<file path="config.mk">
export PLATFORM = sky130hd
export DESIGN_NAME = variable_length_instruction_decoder
export DESIGN_NICKNAME = d
export VERILOG_FILES = /design/src/sv/vlid_pkg.sv /design/src/sv/vlid_decode.sv /design/src/sv/variable_length_instruction_decoder.sv
export SDC_FILE = /design/constraint.sdc
export NUM_CORES = 1
export LEC_CHECK = 0
export ABC_CLOCK_PERIOD_IN_PS = 2600
export BUFFER_PORTS_ARGS = -buffer_cell sky130_fd_sc_hd__buf_2
export CORE_MARGIN = 4
export CORE_UTILIZATION = 42
export CTS_CLUSTER_DIAMETER = 30
export DETAILED_ROUTE_END_ITERATION = 6
export PLACE_DENSITY = 0.76
export SETUP_SLACK_MARGIN = 0.3
export SYNTH_ARGS = -nofsm -noshare
export SYNTH_HDL_FRONTEND = slang
export SYNTH_HIERARCHICAL = 1
export SYNTH_SLANG_ARGS = --single-unit
</file>
<file path="constraint.sdc">
create_clock -name clock -period 2.6 [get_ports clock]
set_input_delay 0.26 -clock clock [delete_from_list [all_inputs] [get_ports clock]]
set_output_delay 0.26 -clock clock [all_outputs]
set_load 0.01 [all_outputs]
</file>
<file path="src/sv/vlid_pkg.sv">
// types, codes and operand helper shared by the instruction decoder modules
package vlid_pkg;

   localparam logic [7:0] StopByte = 8'h0F;
   localparam logic [4:0] StopOpcode = 5'h0F;

   localparam logic [1:0] KindNone = 2'd0;
   localparam logic [1:0] KindReg = 2'd1;
   localparam logic [1:0] KindImm = 2'd2;
   localparam logic [1:0] KindMem = 2'd3;

   localparam int WindowBytes = 7;
   localparam int ReqDataBits = 72;
   localparam int RspFieldBits = 108;
   localparam int RspDataBits = 112;

   typedef struct packed {
      logic [4:0]         regnum;
      logic signed [15:0] value;
      logic [25:0]        raw;
   } operand_type;

   typedef struct packed {
      logic [25:0]        packed_b;
      logic [25:0]        packed_a;
      logic signed [15:0] value_b;
      logic [4:0]         register_b;
      logic signed [15:0] value_a;
      logic [4:0]         register_a;
      logic [1:0]         kind_b;
      logic [1:0]         kind_a;
      logic [1:0]         operand_count;
      logic [4:0]         opcode;
      logic [2:0]         length_bytes;
   } decoded_type;

   // one operand from its first three bytes; the kind code equals its byte count
   function automatic operand_type read_operand(logic [1:0] kind, logic [7:0] b1,
                                                logic [7:0] b2, logic [7:0] b3);
      operand_type op;
      op = '0;
      case (kind)
         KindReg: begin
            op.regnum = b1[4:0];
            op.raw = {kind, 16'h0000, b1};
         end
         KindImm: begin
            op.value = {b1, b2};
            op.raw = {kind, 8'h00, b1, b2};
         end
         KindMem: begin
            op.value = {b1, b2};
            op.regnum = b3[4:0];
            op.raw = {kind, b1, b2, b3};
         end
         default: begin
            op = '0;
         end
      endcase
      return op;
   endfunction

endpackage

</file>
<file path="src/sv/vlid_decode.sv">
// combinational decode of one fetched instruction window
module vlid_decode (
   input  logic [55:0]                 window,
   input  logic                        fault,
   output vlid_pkg::decoded_type       decoded
);

   logic [7:0] win_bytes [vlid_pkg::WindowBytes];
   logic [7:0] first;
   logic [4:0] opcode;
   logic [1:0] count;
   logic [1:0] kind_a;
   logic [1:0] kind_b;
   vlid_pkg::operand_type op_a;
   vlid_pkg::operand_type op_b;
   logic [7:0] a_b1;
   logic [7:0] a_b2;
   logic [7:0] a_b3;

   always_comb begin
      for (int k = 0; k < vlid_pkg::WindowBytes; k++) begin
         win_bytes[k] = window[55 - 8 * k -: 8];
      end
   end

   assign first = win_bytes[0];

   always_comb begin
      opcode = '0;
      count = '0;
      kind_a = vlid_pkg::KindNone;
      kind_b = vlid_pkg::KindNone;
      if (fault) begin
         opcode = '0;
      end else if (first == vlid_pkg::StopByte) begin
         opcode = vlid_pkg::StopOpcode;
      end else if (first[5:4] == 2'b00) begin
         count = 2'd1;
         opcode = first[4:0];
         kind_a = first[7:6];
      end else begin
         count = 2'd2;
         opcode = {1'b1, first[3:0]};
         kind_a = first[5:4];
         kind_b = first[7:6];
      end
   end

   // operand b starts right after the first byte, a follows b's bytes
   always_comb begin
      case (kind_b)
         vlid_pkg::KindReg: begin
            a_b1 = win_bytes[2];
            a_b2 = win_bytes[3];
            a_b3 = win_bytes[4];
         end
         vlid_pkg::KindImm: begin
            a_b1 = win_bytes[3];
            a_b2 = win_bytes[4];
            a_b3 = win_bytes[5];
         end
         vlid_pkg::KindMem: begin
            a_b1 = win_bytes[4];
            a_b2 = win_bytes[5];
            a_b3 = win_bytes[6];
         end
         default: begin
            a_b1 = win_bytes[1];
            a_b2 = win_bytes[2];
            a_b3 = win_bytes[3];
         end
      endcase
   end

   assign op_b = vlid_pkg::read_operand(kind_b, win_bytes[1], win_bytes[2], win_bytes[3]);
   assign op_a = vlid_pkg::read_operand(kind_a, a_b1, a_b2, a_b3);

   always_comb begin
      decoded.opcode = opcode;
      decoded.operand_count = count;
      decoded.kind_a = kind_a;
      decoded.kind_b = kind_b;
      decoded.register_a = op_a.regnum;
      decoded.value_a = op_a.value;
      decoded.packed_a = op_a.raw;
      decoded.register_b = op_b.regnum;
      decoded.value_b = op_b.value;
      decoded.packed_b = op_b.raw;
      decoded.length_bytes = 3'd1 + {1'b0, kind_b} + {1'b0, kind_a};
   end

endmodule

</file>
<file path="src/sv/variable_length_instruction_decoder.sv">
// top level: input beat register, decode, result register
// an accepted beat is decoded from the input register and then captured in the result register
// throughput: one beat per cycle; both register stages advance together when not stalled
// req_tready falls only when both the input and result registers hold beats
// reset (synchronous, active high) clears both valid flags; payload is not reset
module variable_length_instruction_decoder #(
   parameter int MEMORY_BYTES = 16384
) (
   input  logic                               clock,
   input  logic                               reset,
   input  logic                               req_tvalid,
   output logic                               req_tready,
   // fetch_address[15:0], instruction_window[71:16]
   input  logic [vlid_pkg::ReqDataBits-1:0]   req_tdata,
   output logic                               rsp_tvalid,
   input  logic                               rsp_tready,
   // opcode[4:0], operand_count[6:5], kind_a[8:7], kind_b[10:9], register_a[15:11],
   // value_a[31:16], register_b[36:32], value_b[52:37], packed_a[78:53],
   // packed_b[104:79], length_bytes[107:105], zero fill[111:108]
   output logic [vlid_pkg::RspDataBits-1:0]   rsp_tdata,
   // segment_fault[0]
   output logic                               rsp_tuser
);

   localparam logic [16:0] MemLimit = 17'(MEMORY_BYTES);

   logic        in_valid_ff;
   logic        in_valid_in;
   logic [15:0] addr_ff;
   logic [55:0] window_ff;
   logic        out_valid_ff;
   logic        out_valid_in;
   vlid_pkg::decoded_type decoded_ff;
   vlid_pkg::decoded_type decoded_in;
   logic        fault_ff;
   logic        fault_in;
   logic        out_load;
   logic        in_load;

   assign out_load = !out_valid_ff || rsp_tready;
   assign in_load = !in_valid_ff || out_load;
   assign req_tready = in_load;

   assign fault_in = {1'b0, addr_ff} >= MemLimit;

   vlid_decode u_decode (
      .window  (window_ff),
      .fault   (fault_in),
      .decoded (decoded_in)
   );

   always_comb begin
      in_valid_in = in_valid_ff;
      out_valid_in = out_valid_ff;
      if (out_load) begin
         out_valid_in = in_valid_ff;
      end
      if (in_load) begin
         in_valid_in = req_tvalid;
      end
   end

   always_ff @(posedge clock) begin
      if (reset) begin
         in_valid_ff <= 1'b0;
         out_valid_ff <= 1'b0;
      end else begin
         in_valid_ff <= in_valid_in;
         out_valid_ff <= out_valid_in;
      end
   end

   always_ff @(posedge clock) begin
      if (in_load && req_tvalid) begin
         addr_ff <= req_tdata[15:0];
         window_ff <= req_tdata[71:16];
      end
      if (out_load && in_valid_ff) begin
         decoded_ff <= decoded_in;
         fault_ff <= fault_in;
      end
   end

   assign rsp_tvalid = out_valid_ff;
   assign rsp_tuser = fault_ff;
   assign rsp_tdata = {4'b0000, decoded_ff.length_bytes, decoded_ff.packed_b,
                       decoded_ff.packed_a, decoded_ff.value_b, decoded_ff.register_b,
                       decoded_ff.value_a, decoded_ff.register_a, decoded_ff.kind_b,
                       decoded_ff.kind_a, decoded_ff.operand_count, decoded_ff.opcode};

endmodule

</file>
==> impl_metrics.csv <==
group,metric,value,unit
drt,vias_per_cell,5.210,
timing,final-setup-viol-count,0,
floorplan,die_h,138.0,µm
worst_setup_path,path_class,"reg2reg",
timing,fmax,450.9,MHz
floorplan,dieArea,19050,µm²
worst_setup_path,worstSetupStartpointType,"flop",
clocking,numCtsBuffers,17,
grt,grt.total_usage,18.46,%
worst_setup_path,cpPeakStageDelay,470,ps
finish,register_area,5055,µm²
timing,slew_violations,0,
floorplan,die_x,138.0,µm
timing,maxSlewHeadroom,47.70,%
outcome,status,"finished, final reports clean",
grt,grt_max_degree,59,
finish,syn_to_final_growth,31.10,%
grt,globalRoute.totalOverflow,0,
grt,grt_pass1_wl,27.41,mm
worst_setup_path,cp-end-kind,"flop",
timing,holdWs,21.10,ps
placement,numPortBuffers,172,
worst_setup_path,critPathMostFrequentCell,"or2_2",
timing,setup_ws,382.4,ps
timing,tightestPinTransition,784.4,ps
placement,place_ws,202.0,ps
synth,synth_area,7102,µm²
drt,num_vias,4996,
finish,final_nets,804,
timing,skew,6.332,ps
clocking,clkSinkCount,169,
synth,synth-edff-count,167,
power_and_ir_drop,p_leak,3.643,nW
synth,yosysWarnings,6,
grt,grt_pass1_vias,5043,
power_and_ir_drop,switching_share,22.81,%
placement,place.gp.congestion,0.8621,
drt,firstDrtPassIters,7,
finish,mostFrequentLayoutCells,"172 x buf_2, 167 x edfxtp_1, 61 x nor2_1, 40 x dlygate4sd3_1, 25 x a21oi_1",
power_and_ir_drop,power.internal,4.963,mW
grt,antenna_found_initial,0,
synth,synth_ff_type,"edfxtp_1",
worst_setup_path,cp_max_fo,15,
synth,async_flop_share,0,%
placement,dpl.hpwl,12.31,mm
floorplan,core-area,16580,µm²
timing,finalCritPeriodShare,85.29,%
clocking,cts_buffer_depth,2,
worst_setup_path,cp_top_family,"adder cells",
floorplan,start_util,42.82,%
finish,layout_commonest_cell,"buf_2",
hold_path,hold_start,"req_tdata[18]",
clocking,worstSkewPairLatency,420,ps
clocking,cts_tree,"yes",
drt,wl,18.01,mm
timing,hold_violations,0,
power_and_ir_drop,p_clk_share,39.0,%
finish,multi_input_area,1837,µm²
finish,final_cell_area,9310,µm²
synth,ys_ff_latch,169,
worst_setup_path,rr_startpoint,"addr_ff[14]",
power_and_ir_drop,powerDensity,690.6,nW/µm²
clocking,cts_root_buf,"clkbuf_16",
hold_path,holdCritPathClass,"in2reg",
finish,drive_gt1_share,34.10,%
timing,rsz0062_at_grt,"false",
floorplan,rows,47,
finish,n_antenna_cell,0,
power_and_ir_drop,ir_drop,413.8,µV
drt,avgRoutedWirePerCell,18.78,µm
clocking,postCtsSetupBuffers,0,
drt,drt_iter0_markers,371,
worst_setup_path,crit_slowest_cell,"fa_1",
worst_setup_path,path_buf_inv,2,
synth,synthCells,505,
drt,drc,0,
finish,fin_util,56.14,%
synth,synthDistinctLibCells,55,
power_and_ir_drop,p_sw,1.467,mW
drt,ant_nets,0,
finish,fill_cells,1363,
flow_run,drv_cap,0,
worst_setup_path,worstSetupStartpoint,"addr_ff[14]",
worst_setup_path,critPathRequiredTime,2780,ps
floorplan,io_pins,191,
worst_setup_path,crit_arrival,2400,ps
timing,finalSetupTns,0,ps
synth,syn_avg_cell_area,14.06,µm²
power_and_ir_drop,combinationalPowerShare,10.3,%
clocking,htree_levels,4,
placement,place_area,8295,µm²
timing,fin_crit,2218,ps
worst_setup_path,crit_chain,"or2_2, buf_4, or2_2, ha_1, fa_1, inv_1",
synth,ys_seq_area_share,71.18,%
clocking,clk_pin_slew_worst_paths,60,ps
power_and_ir_drop,p_seq_share,50.6,%
[path summary, 6_finish.rpt]
check / slack (ps) / cells past startpoint / to
max reg2reg: 380 / 6 / rsp_tdata[106]
min reg2reg: 490 / 2 / rsp_tvalid
min: 20 / 1 / window_ff[2]
max: 380 / 6 / rsp_tdata[106]
[per-layer routing]
layer	track usage, %	share of wire [%]	vias to the layer above
met5	0	0	-
met1	23.30	41	2406
li1	-	-	2332
met2	30.22	50	224
met4	7.748	2.7	0
met3	5.041	6.8	34
[power by group through the flow]
stage	Combinational, mW	Sequential [mW]	Clock [mW]
2_1_floorplan	0.302	3.34	0
3_3_place_gp	0.595	3.31	0
3_5_place_dp	0.608	3.31	0
4_1_cts	0.658	3.26	2.55
5_1_grt	0.719	3.27	2.66
6_report	0.665	3.26	2.51
[cell usage after synthesis, drive strengths merged (6+ instances only)]
cell type	number	share of area [%]
nand2	12	0.63
nor3	6	0.42
mux2	9	1.4
nor2	63	3.3
buf	25	2.1
nor2b	9	0.79
inv	17	0.90
and2	23	2.1
clkbuf	12	0.63
a21oi	26	1.9
o22ai	24	2.1
o21ai	15	1.1
a22oi	9	0.95
edfxtp	167	71
nand3	6	0.42
mux2i	24	3.4
and3	8	0.70
[flip-flops by register name, indices dropped and copies added (netlist names)]
signal	cells
rsp_tdata	108
window_ff	56
addr_ff	2
in_valid_ff	1
rsp_tuser	1
rsp_tvalid	1
[stage by stage]
step	power (mW)	instances
3_3_place_gp	3.903	887
6_report	6.430	959
5_1_grt	6.654	959
3_5_place_dp	3.920	887
2_1_floorplan	3.640	508
4_1_cts	6.468	959
[cell type report]
cell class                      count  area share, %
Clock buffer                       20          4.690
Clock inverter                     12          1.626
Multi-Input combinational cell    285          19.73
Inverter                           17         0.6854
Tap cell                          220          2.957
Timing Repair Buffer              236          16.02
Sequential cell                   169          54.29
[timing repair]
item	CTS	global route
gates resized for setup	1	5
gates cloned	0	0
hold buffers	40	0
hold endpoints to repair	41	0
endpoints found under the setup margin	16	37
[kinds of logic after synthesis]
family,after synthesis,share of synthesized area [%]
AO/OA/AOI/OAI,108,10.22
buffers and inverters,54,3.612
multiplexers,33,4.810
flip-flops,169,71.18
other,1,0.05280
AND/OR/NAND/NOR,138,9.673
adder cells (fa/ha/maj),2,0.4581
Note: power is estimated with default switching activity, not from simulation.
